--- src/sat_pkg.sv ---
// Shared constants, types and helper functions of the spawn admission throttle.
`default_nettype none
package sat_pkg;

   localparam int BACKLOG_DEPTH = 64;
   localparam int TAG_BITS      = 16;
   localparam int COUNT_BITS    = 16;
   localparam int CAP_BITS      = 16;

   localparam int IDX_BITS  = $clog2(BACKLOG_DEPTH);
   localparam int FILL_BITS = $clog2(BACKLOG_DEPTH + 1);
   localparam int CMP_BITS  = (COUNT_BITS > CAP_BITS) ? COUNT_BITS : CAP_BITS;

   // request tdata: from_own_worker, spawn_tag
   localparam int REQ_FIELD_BITS = 1 + TAG_BITS;
   localparam int REQ_DATA_BITS  = ((REQ_FIELD_BITS + 7) / 8) * 8;

   // response tdata bit positions, lowest field first
   localparam int RSP_DV_POS    = 0;
   localparam int RSP_TAG_LSB   = 1;
   localparam int RSP_DEF_POS   = RSP_TAG_LSB + TAG_BITS;
   localparam int RSP_ERR_LSB   = RSP_DEF_POS + 1;
   localparam int RSP_LIVE_LSB  = RSP_ERR_LSB + 2;
   localparam int RSP_RES_LSB   = RSP_LIVE_LSB + COUNT_BITS;
   localparam int RSP_FILL_LSB  = RSP_RES_LSB + COUNT_BITS;
   localparam int RSP_DRN_POS   = RSP_FILL_LSB + FILL_BITS;
   localparam int RSP_FIELD_BITS = RSP_DRN_POS + 1;
   localparam int RSP_DATA_BITS  = ((RSP_FIELD_BITS + 7) / 8) * 8;

   typedef enum logic {
      REQ_SPAWN    = 1'b0,
      REQ_COMPLETE = 1'b1
   } req_kind_type;

   typedef enum logic [1:0] {
      ERR_OK            = 2'd0,
      ERR_BACKLOG_FULL  = 2'd1,
      ERR_LIVE_OVERFLOW = 2'd2,
      ERR_NO_LIVE       = 2'd3
   } err_code_type;

   typedef logic [COUNT_BITS-1:0] count_type;
   typedef logic [TAG_BITS-1:0]   tag_type;
   typedef logic [IDX_BITS-1:0]   idx_type;
   typedef logic [FILL_BITS-1:0]  fill_type;
   typedef logic [CAP_BITS-1:0]   cap_type;

   localparam count_type COUNT_MAX = '1;

   function automatic idx_type next_idx(input idx_type idx);
      next_idx = (idx == IDX_BITS'(BACKLOG_DEPTH - 1)) ? '0 : idx + IDX_BITS'(1);
   endfunction

endpackage
`default_nettype wire

--- src/sat_ram.sv ---
// Generic single-port-write, single-port-read RAM with registered read data.
`default_nettype none
module sat_ram #(
   parameter int WIDTH = 16,
   parameter int DEPTH = 64
) (
   input  wire logic                     clock,
   input  wire logic                     wr_en,
   input  wire logic [$clog2(DEPTH)-1:0] wr_addr,
   input  wire logic [WIDTH-1:0]         wr_data,
   input  wire logic                     rd_en,
   input  wire logic [$clog2(DEPTH)-1:0] rd_addr,
   output      logic [WIDTH-1:0]         rd_data
);

   logic [WIDTH-1:0] mem_ff [DEPTH];
   logic [WIDTH-1:0] rd_data_ff;

   always_ff @(posedge clock) begin
      if (wr_en) begin
         mem_ff[wr_addr] <= wr_data;
      end
      if (rd_en) begin
         rd_data_ff <= mem_ff[rd_addr];
      end
   end

   assign rd_data = rd_data_ff;

endmodule
`default_nettype wire

--- src/spawn_admission_throttle_unit.sv ---
// Top level of the spawn admission throttle: counters, backlog control and result register.
//
// Usage
//  - req_ channel: one transaction per event. req_tuser is the request kind
//    (0 spawn, 1 completion); req_tdata carries from_own_worker and the tag.
//  - rsp_ channel: exactly one result transaction per request, in order.
//  - csr_: resident_cap, written on any edge with csr_wr_en high; the user must write it
//    only while the block is idle (not enforced). Zero leaves the resident count uncapped.
// Throughput
//  - A result is registered at the edge that takes its request; one request
//    per cycle is sustained while rsp_tready is high: the whole event is
//    decided by short logic on the counters, and the backlog RAM read is
//    launched at the accept edge so the popped tag lands beside the result.
// Stall
//  - While a result waits on rsp_tready, req_tready is low; the result and
//    the RAM read data hold. A taken result frees the slot in the same cycle.
// Reset
//  - Synchronous. Clears counts, backlog pointers, fill and the cap. The
//    backlog RAM is not cleared: only written entries are ever read, so no
//    clearing pass is needed and the block is ready straight after reset.
`default_nettype none
module spawn_admission_throttle_unit (
   input  wire logic                              clock,
   input  wire logic                              reset,
   // configuration
   input  wire logic                              csr_wr_en,
   input  wire logic [sat_pkg::CAP_BITS-1:0]      csr_wr_data,
   // requests
   input  wire logic                              req_tvalid,
   output      logic                              req_tready,
   // tdata, from bit 0: from_own_worker, spawn_tag, zero pad
   input  wire logic [sat_pkg::REQ_DATA_BITS-1:0] req_tdata,
   // tuser: req_type
   input  wire logic                              req_tuser,
   // results
   output      logic                              rsp_tvalid,
   input  wire logic                              rsp_tready,
   // tdata, from bit 0: dispatch_valid, dispatch_tag, deferred, error_code,
   // live_now, resident_now, backlog_now, drained, zero pad
   output      logic [sat_pkg::RSP_DATA_BITS-1:0] rsp_tdata
);
   import sat_pkg::*;

   // state
   cap_type   cap_ff;
   count_type live_ff, live_in;
   count_type res_ff, res_in;
   fill_type  fill_ff, fill_in;
   idx_type   head_ff, head_in;
   idx_type   tail_ff, tail_in;

   // result register
   logic         rsp_valid_ff;
   logic         dv_ff, dv_in;
   logic         pop_ff;
   logic         def_ff, def_in;
   err_code_type err_ff, err_in;
   tag_type      tag_ff;

   logic         accept;
   logic         push, pop;
   logic         own;
   tag_type      tag;
   req_kind_type kind;
   count_type    res_dec;
   tag_type      ram_q;
   tag_type      out_tag;

   function automatic logic cap_hit(input cap_type cap, input count_type res);
      cap_hit = (cap != '0) && (CMP_BITS'(res) >= CMP_BITS'(cap));
   endfunction

   function automatic count_type sat_inc(input count_type c);
      sat_inc = (c == COUNT_MAX) ? c : c + COUNT_BITS'(1);
   endfunction

   assign req_tready = !rsp_valid_ff || rsp_tready;
   assign accept     = req_tvalid && req_tready;
   assign own        = req_tdata[0];
   assign tag        = req_tdata[TAG_BITS:1];
   assign kind       = req_kind_type'(req_tuser);

   always_comb begin
      live_in = live_ff;
      res_in  = res_ff;
      fill_in = fill_ff;
      res_dec = res_ff;
      push    = 1'b0;
      pop     = 1'b0;
      dv_in   = 1'b0;
      def_in  = 1'b0;
      err_in  = ERR_OK;
      if (accept) begin
         unique case (kind)
            REQ_SPAWN: begin
               priority if (live_ff == COUNT_MAX) begin
                  err_in = ERR_LIVE_OVERFLOW;
               end else if (own || (fill_ff == '0 && !cap_hit(cap_ff, res_ff))) begin
                  live_in = live_ff + COUNT_BITS'(1);
                  res_in  = sat_inc(res_ff);
                  dv_in   = 1'b1;
               end else if (fill_ff == FILL_BITS'(BACKLOG_DEPTH)) begin
                  err_in = ERR_BACKLOG_FULL;
               end else begin
                  // backlog non-empty or cap reached; the head may still go if the
                  // cap was raised, and it is never the entry pushed now
                  live_in = live_ff + COUNT_BITS'(1);
                  push    = 1'b1;
                  def_in  = 1'b1;
                  pop     = !cap_hit(cap_ff, res_ff);
                  dv_in   = pop;
                  res_in  = pop ? sat_inc(res_ff) : res_ff;
                  fill_in = pop ? fill_ff : fill_ff + FILL_BITS'(1);
               end
            end
            REQ_COMPLETE: begin
               if (live_ff == '0) begin
                  err_in = ERR_NO_LIVE;
               end else begin
                  res_dec = (res_ff != '0) ? res_ff - COUNT_BITS'(1) : res_ff;
                  live_in = live_ff - COUNT_BITS'(1);
                  pop     = (fill_ff != '0) && !cap_hit(cap_ff, res_dec);
                  dv_in   = pop;
                  res_in  = pop ? sat_inc(res_dec) : res_dec;
                  fill_in = pop ? fill_ff - FILL_BITS'(1) : fill_ff;
               end
            end
            default: ;
         endcase
      end
      head_in = pop  ? next_idx(head_ff) : head_ff;
      tail_in = push ? next_idx(tail_ff) : tail_ff;
   end

   always_ff @(posedge clock) begin
      if (reset) begin
         cap_ff       <= '0;
         live_ff      <= '0;
         res_ff       <= '0;
         fill_ff      <= '0;
         head_ff      <= '0;
         tail_ff      <= '0;
         rsp_valid_ff <= 1'b0;
      end else begin
         if (csr_wr_en) begin
            cap_ff <= csr_wr_data;
         end
         live_ff <= live_in;
         res_ff  <= res_in;
         fill_ff <= fill_in;
         head_ff <= head_in;
         tail_ff <= tail_in;
         if (accept) begin
            rsp_valid_ff <= 1'b1;
         end else if (rsp_tready) begin
            rsp_valid_ff <= 1'b0;
         end
      end
   end

   // payload, no reset
   always_ff @(posedge clock) begin
      if (accept) begin
         dv_ff  <= dv_in;
         pop_ff <= pop;
         def_ff <= def_in;
         err_ff <= err_in;
         tag_ff <= tag;
      end
   end

   // backlog store: push at tail, head read lands with the result register
   sat_ram #(
      .WIDTH (TAG_BITS),
      .DEPTH (BACKLOG_DEPTH)
   ) u_backlog (
      .clock   (clock),
      .wr_en   (push),
      .wr_addr (tail_ff),
      .wr_data (tag),
      .rd_en   (pop),
      .rd_addr (head_ff),
      .rd_data (ram_q)
   );

   assign out_tag    = dv_ff ? (pop_ff ? ram_q : tag_ff) : '0;
   assign rsp_tvalid = rsp_valid_ff;
   // counts are the live state registers: they hold the post-event values
   // until the next transaction is taken
   assign rsp_tdata  = RSP_DATA_BITS'({(live_ff == '0), fill_ff, res_ff, live_ff,
                                       err_ff, def_ff, out_tag, dv_ff});

endmodule
`default_nettype wire

--- config.mk ---
export PLATFORM = sky130hd
export DESIGN_NAME = spawn_admission_throttle_unit
export DESIGN_NICKNAME = d
export VERILOG_FILES = /design/src/sat_pkg.sv /design/src/sat_ram.sv /design/src/spawn_admission_throttle_unit.sv
export SDC_FILE = /design/constraint.sdc
export NUM_CORES = 1
export LEC_CHECK = 0
export BUFFER_PORTS_ARGS = -buffer_cell sky130_fd_sc_hd__buf_2
export CORE_MARGIN = 3
export CORE_UTILIZATION = 55
export DETAILED_ROUTE_END_ITERATION = 8
export PLACE_DENSITY = 0.71
export SLEW_MARGIN = 5
export SYNTH_ARGS = -nofsm -noshare
export SYNTH_HDL_FRONTEND = slang
export SYNTH_SLANG_ARGS = --single-unit
export TNS_END_PERCENT = 100
--- constraint.sdc ---
create_clock -name clock -period 5.9 [get_ports clock]
set_input_delay 1.475 -clock clock [delete_from_list [all_inputs] [get_ports clock]]
set_output_delay 1.475 -clock clock [all_outputs]
set_load 0.03 [all_outputs]
# --- Yosys cells after proc, flatten, opt, wreduce, memory -nomap -nowiden ---
# Memory sizes are Yosys's and may differ from the RTL's. A register that Yosys moved wholly into a read port is not among the register bits.
# Index checks and enable logic that the tools add are counted.
# W data, S select, Z words.
op_classes:
  bitwise: 1
  reduce_logical: 19
  n_mux: 49
  n_addsub: 9
  n_eq_ne: 14
  n_lt_le_gt_ge: 2
op_table:
  columns: ["operator", "n"]
  rows:
  - ["$mux W16", 15]
  - ["$pmux W16 S2", 2]
  - ["$add A16 B1 Y16 const B", 3]
  - ["$eq A16 B16 Y1 const B", 3]
  - ["$mux W7", 6]
  - ["$ge A16 B16 Y1", 2]
  - ["$reduce_bool A16 Y1", 2]
  - ["$sub A16 B1 Y16 const B", 2]
  - ["$mux W1", 18]
  - ["$logic_not A16 Y1", 1]
  - ["$pmux W7 S2", 1]
  - ["$add A6 B1 Y6 const B", 2]
  - ["$eq A6 B6 Y1 const B", 2]
  - ["$mux W6", 2]
  - ["$ne A2 B2 Y1 const B", 5]
  - ["$add A7 B1 Y7 const B", 1]
  - ["$eq A7 B7 Y1 const B", 1]
  - ["$logic_not A7 Y1", 1]
  - ["$reduce_and A7 Y1", 1]
  - ["$reduce_bool A7 Y1", 1]
  - ["$sub A7 B1 Y7 const B", 1]
  - ["$ne A3 B3 Y1 const B", 2]
  - ["$logic_and A1 B1 Y1", 5]
  - ["$reduce_and A5 Y1", 1]
  - ["other kinds (9)", 14]
totals:
  inputBits: 46
  word_cells: 107
  mem_bits_rw: 1024
  n_memories: 1
  output_inout_bits: 66
  regBits: 89
memory_table:
  columns: ["memory", "depth", "word_bits", "read_ports", "rd_clocked_by_memory_dff", "wr", "line_no", "source"]
  rows:
  - ["u_backlog.mem_ff", 64, 16, 1, 1, 1, "sat_ram.sv:16", "logic [WIDTH-1:0] mem_ff [DEPTH];"]

# --- Depth between registers and ports, before layout ---
depth:
  word_depth: 11
  mapped_depth: 20

# --- Cells and area by module ---
# A second synthesis with hierarchy kept.
unflattened:
  hier_cells: 2652
  hier_area_um2: 47081.4
modules_own_cells:
  columns: ["mod", "area_per_inst_um2", "n_inst", "cells_per_inst", "seq_area_each_um2"]
  rows:
  - ["sat_ram", 40202.3, 1, 1829, 31230.0]
  - ["spawn_admission_throttle_unit", 6879.1, 1, 823, 1991.9]

# --- Least setup slack after synthesis ---
# No wires, ideal clock.
synth_timing:
  kind: "reg2reg"
  startpoint: "register res_ff[0]"
  endpoint: "register head_ff[5]"
  setup_ps: 70
  synth_period_minus_slack_ps: 4749
  t_arrival_ps: 4679
  n_path_buf: 2
  path_stages_with_launch: 18
  required_time_ps: 5830
  slack_ps: 1151
  path_cell_list: "dfxtp_1 > buf_6 > inv_1 > ha_1 > or3b_2 > a311oi_1 > or2_2 > clkbuf_1 > ha_1 > o21a_1 > o21ai_0 > or2_2 > o32a_1 > nand3b_1 > a21oi_1 > nand4_1 > or2_2 > a21oi_1"
synth_between:
  elab_chain_cells: 9
synth_lines:
  columns: ["item", "line_no", "source"]
  rows:
  - ["start: declaration", "spawn_admission_throttle_unit.sv:47", "count_type res_ff, res_in;"]
  - ["start signal: assignment", "spawn_admission_throttle_unit.sv:149", "res_ff <= res_in;"]
  - ["$sub A16 B1 Y16, or another cell as far along", "spawn_admission_throttle_unit.sv:120", "res_dec = (res_ff != '0) ? res_ff - COUNT_BITS'(1) : res_ff;"]
  - ["$mux W16 or $logic_and A1 B1 Y1 (tied branches)", "spawn_admission_throttle_unit.sv:120, spawn_admission_throttle_unit.sv:70", null]
  - ["$ge A16 B16 Y1 or $logic_not A1 Y1 (tied branches)", "spawn_admission_throttle_unit.sv:70, spawn_admission_throttle_unit.sv:98, spawn_admission_throttle_unit.sv:110", null]
  - ["$logic_and A1 B1 Y1, on equally long branches", "spawn_admission_throttle_unit.sv:70, spawn_admission_throttle_unit.sv:98", null]
  - ["$logic_not A1 Y1 or $logic_or A1 B1 Y1 (tied branches)", "spawn_admission_throttle_unit.sv:122, spawn_admission_throttle_unit.sv:98", null]
  - ["$logic_and A1 B1 Y1 or $mux W1 (tied branches)", "spawn_admission_throttle_unit.sv:122, spawn_admission_throttle_unit.sv:98", null]
  - ["$mux W1, on equally long branches", "spawn_admission_throttle_unit.sv:117, spawn_admission_throttle_unit.sv:96", null]
  - ["$pmux W1 S2 (*)", "spawn_admission_throttle_unit.sv:94", "unique case (kind)"]
  - ["$mux W1 (*)", "spawn_admission_throttle_unit.sv:93", "if (accept) begin"]
  - ["net pop", "spawn_admission_throttle_unit.sv:61", "logic push, pop;"]
  - ["end signal: assignment", "spawn_admission_throttle_unit.sv:151", "head_ff <= head_in;"]
  - ["end: declaration", "spawn_admission_throttle_unit.sv:49", "idx_type head_ff, head_in;"]
# Mark *: on every way through the listed nets, which the timed path passes. The rest lies on a longest branch.
# A chain may end at the register's enable or synchronous reset.

# --- Worst setup path after layout ---
layout_timing:
  startpoint: "register res_ff[1]"
  endpoint: "register res_ff[4]"
layout_between:
  elab_chain_cells: 9
layout_lines:
  columns: ["item", "line_no", "source"]
  rows:
  - ["$sub A16 B1 Y16 or $reduce_bool A16 Y1 (tied branches)", "spawn_admission_throttle_unit.sv:120", null]
  - ["$mux W16", "spawn_admission_throttle_unit.sv:120", null]
  - ["$ge A16 B16 Y1", "spawn_admission_throttle_unit.sv:70", "cap_hit = (cap != '0) && (CMP_BITS'(res) >= CMP_BITS'(cap));"]
  - ["$logic_and A1 B1 Y1", "spawn_admission_throttle_unit.sv:70", null]
  - ["$logic_not A1 Y1", "spawn_admission_throttle_unit.sv:122", "pop = (fill_ff != '0) && !cap_hit(cap_ff, res_dec);"]
  - ["$logic_and A1 B1 Y1", "spawn_admission_throttle_unit.sv:122", null]
  - ["$mux W16", "spawn_admission_throttle_unit.sv:124", "res_in = pop ? sat_inc(res_dec) : res_dec;"]
  - ["$mux W16", "spawn_admission_throttle_unit.sv:117", "if (live_ff == '0) begin"]
  - ["$pmux W16 S2", "spawn_admission_throttle_unit.sv:94", null]
# Several ways; a longest one is shown, not always the timed one. The select of a mux whose other input is x is not followed.

==> qor.yml <==
drt:
  wl_mm: 106
  via_count: 23600
  drt_iter0_drc: 2402
  first_pass_iters: 5
  vias_per_cell: 6.45
  ant_nets: 0
  routedWlPerCell_um: 28.9
  drc: 0
clock_tree:
  cts_sinks: 1129
  ctsHoldBuffers: 0
  tritoncts: "done"
  cts_resized: 0
  clk_path_buf_depth: 3
  post_cts_buffers: 0
  insertion_delay_ns: 0.69
  clkTransAtPathRegs_ns: 0.06
  htree_levels: 3
  root_buffer: "clkbuf_16"
  cts_buffers: 110
timing:
  relSlewSlack: 0.134
  fin_crit_sh: 0.848
  finalWorstSetupSlack_ns: 0.897
  hold_viol: 0
  rsz0062_at_grt: "false"
  timing.fmax_mhz: 200
  slew_violations: 0
  fin_skew_ns: 0.0271
  worstMarginPinSlew_ns: 1.30
  setup_viol_count_final: 0
  fin_setup_tns_ns: 0
  fin_crit_ns: 5.00
worst_setup_path:
  critPathCaptureType: "flip-flop"
  cp_num_buf_inv: 2
  slowest_delay_ns: 0.53
  critPathLaunchType: "flip-flop"
  path_max_fanout: 14
  path_cells: "inv_1, ha_1, or3b_2, o41ai_1, o31a_1, inv_1, ha_1, nand3_1, or4b_1, or2_2, o32a_1, and2_1, o31a_1, and3_1, or3_1, a31oi_1"
  r2r_cells: 16
  worstSetupPathType: "flip-flop to flip-flop"
  cp.arrival_ns: 5.60
  slowest_stage: "or3b_2"
  critical-path-top-delay-family: "simple AND/OR/NAND/NOR gates"
  path_depth: 16
  required_ns: 6.50
final_layout:
  final-seq-area_sq_mm: 0.0332
  syn2layout_area_growth_pct: 12.5
  multiInputGateArea_sq_mm: 0.0123
  fill_cells: 5532
  drive_gt1_frac: 0.281
  nNetsFinal: 2602
  fin_util: 0.629
  final_common_cell: "edfxtp_1"
  most-common-layout-cells: "edfxtp_1 (1061), mux4_2 (336), nor2_1 (146)"
floorplanning:
  dieHeight_um: 296
  io_pins: 112
  rows: 105
  coreArea_sq_mm: 0.0826
  start_util: 0.559
  die_w_um: 296
  die-area_sq_mm: 0.0875
synthesis:
  yosys.area.top_type_share: 0.690
  synth-seq-area-share: 0.719
  syn_area_per_cell_sq_um: 19.9
  synth.area.top_cells: "edfxtp_1 (69%), mux4_2 (16%), dfxtp_1 (2.9%), ha_1 (1.5%), nor2_1 (1.2%)"
  synth_top_cell_by_area: "edfxtp_1"
  synth-edff-count: 1061
  netlist_area_sq_mm: 0.0462
  ys_seq_elements: 1129
  async_reset_ff_frac: 0
  synth_cells: 2325
  synthFlopType: "edfxtp_1"
  ys_types: 81
  ys_warn_count: 0
worst_hold_path:
  hold_path.class: "flip-flop to flip-flop"
  hold_depth: 2
placed_design:
  pre_cts_ws_ns: 1.03
  portBuffers: 100
  dp_hpwl_mm: 60.6
  gp_congestion: 0.874
status:
  status: "finished clean"
pwr:
  p_total_w: 0.0184
  power_density_mw_per_mm2: 354
  p_leak_nw: 16.5
  peakVddDrop_mv: 0.281
global_routing:
  antenna_found_initial: 2
  first_global_vias: 23800
  grt_use_total: 0.246
  grt_pass1_wl_mm: 156
  grt_overflow: 0
  grt_max_degree: 90
job:
  drv_cap: 0
==> per-stage QoR <==
step | instances | area, sq um | hold slack, ns
2_1_floorplan | 2328 | 46200 | 0.483
3_3_place_gp | 3455 | 48200 | 0.506
3_5_place_dp | 3455 | 48200 | 0.518
4_1_cts | 3663 | 52000 | 0.528
5_1_grt | 3663 | 52000 | 0.568
6_report | 3664 | 52000 | 0.529
==> Yosys cell counts (7+ instances only) <==
master,n
edfxtp_1,1061
mux4_2,336
nor2_1,147
clkbuf_1,78
dfxtp_1,68
ha_1,57
mux2i_1,51
a21oi_1,44
inv_1,41
nand2_1,39
buf_1,34
nand3_1,27
xnor2_1,22
nor2b_1,21
o21ai_0,20
nand4_1,16
a31oi_1,15
nor4_1,15
xor2_1,15
and3_1,12
nor3_1,12
or3_1,12
a21o_1,11
o211ai_1,11
and2_1,10
buf_2,10
o21a_1,9
nand3b_1,8
a211oi_1,7
o21bai_1,7
==> worst register-to-register path, cell delays in order, from the launching register on <==
cell and delay, ns:
dfxtp_1 0.44, inv_1 0.14, ha_1 0.26, or3b_2 0.54
o41ai_1 0.32, o31a_1 0.29, inv_1 0.11, ha_1 0.31
nand3_1 0.06, or4b_1 0.48, or2_2 0.37, o32a_1 0.33
and2_1 0.26, o31a_1 0.30, and3_1 0.25, or3_1 0.31
a31oi_1 0.17
==> layout make-up <==
| type | count | share of cell area |
|---|---|---|
| flip-flops and latches | 1129 | 0.640 |
| multi-input cells | 1025 | 0.236 |
| clock buffers | 127 | 0.0546 |
| well taps | 1070 | 0.0258 |
| repair buffers | 189 | 0.0239 |
| clock inverters | 81 | 0.0171 |
| inverters | 42 | 0.00303 |
| diodes | 1 | 0.0000481 |
==> logic make-up after synthesis <==
logic type / count (synthesis) / synth area share
flops: 1129 / 0.719
other cells: 1 / 0.0000812
buf+inv: 174 / 0.0155
xor+xnor: 37 / 0.00702
fa+ha+maj: 59 / 0.0163
mux: 389 / 0.175
simple gates: 360 / 0.0402
compound gates: 176 / 0.0262
==> power by group <==
group	switching (W)	leakage, nW	internal (W)
combinational	0.00134	4.54	0.000948
clock	0.00299	1.81	0.00412
sequential	0.000133	10.1	0.00884
==> registers in the layout (all words and copies together) (netlist names), 2 cells and up <==
register and count:
u_backlog.rd_data 16, tag_ff 16, cap_ff 16, fill_ff 7, u_backlog.mem_ff 1024, head_ff 6
tail_ff 6, err_ff 2, res_ff 16, live_ff 16
==> routing by layer <==
layer / vias to the layer above / part of all wire / global-route usage
met5: - / 0.00012 / 0
met3: 204 / 0.075 / 0.0443
li1: 9974 / - / -
met2: 994 / 0.50 / 0.403
met1: 12500 / 0.39 / 0.341
met4: 2 / 0.035 / 0.0843
==> worst paths after layout <==
kind	from	to	slack (ns)
setup / recovery	res_ff[1]$_SDFFE_PP0P_	res_ff[4]$_SDFFE_PP0P_	0.90
hold / removal	rsp_tvalid$_SDFFE_PP0P_	rsp_tvalid$_SDFFE_PP0P_	0.53
setup reg to reg	res_ff[1]$_SDFFE_PP0P_	res_ff[4]$_SDFFE_PP0P_	0.90
hold reg to reg	rsp_tvalid$_SDFFE_PP0P_	rsp_tvalid$_SDFFE_PP0P_	0.53
No activity file was read; power rests on OpenSTA's default activity.
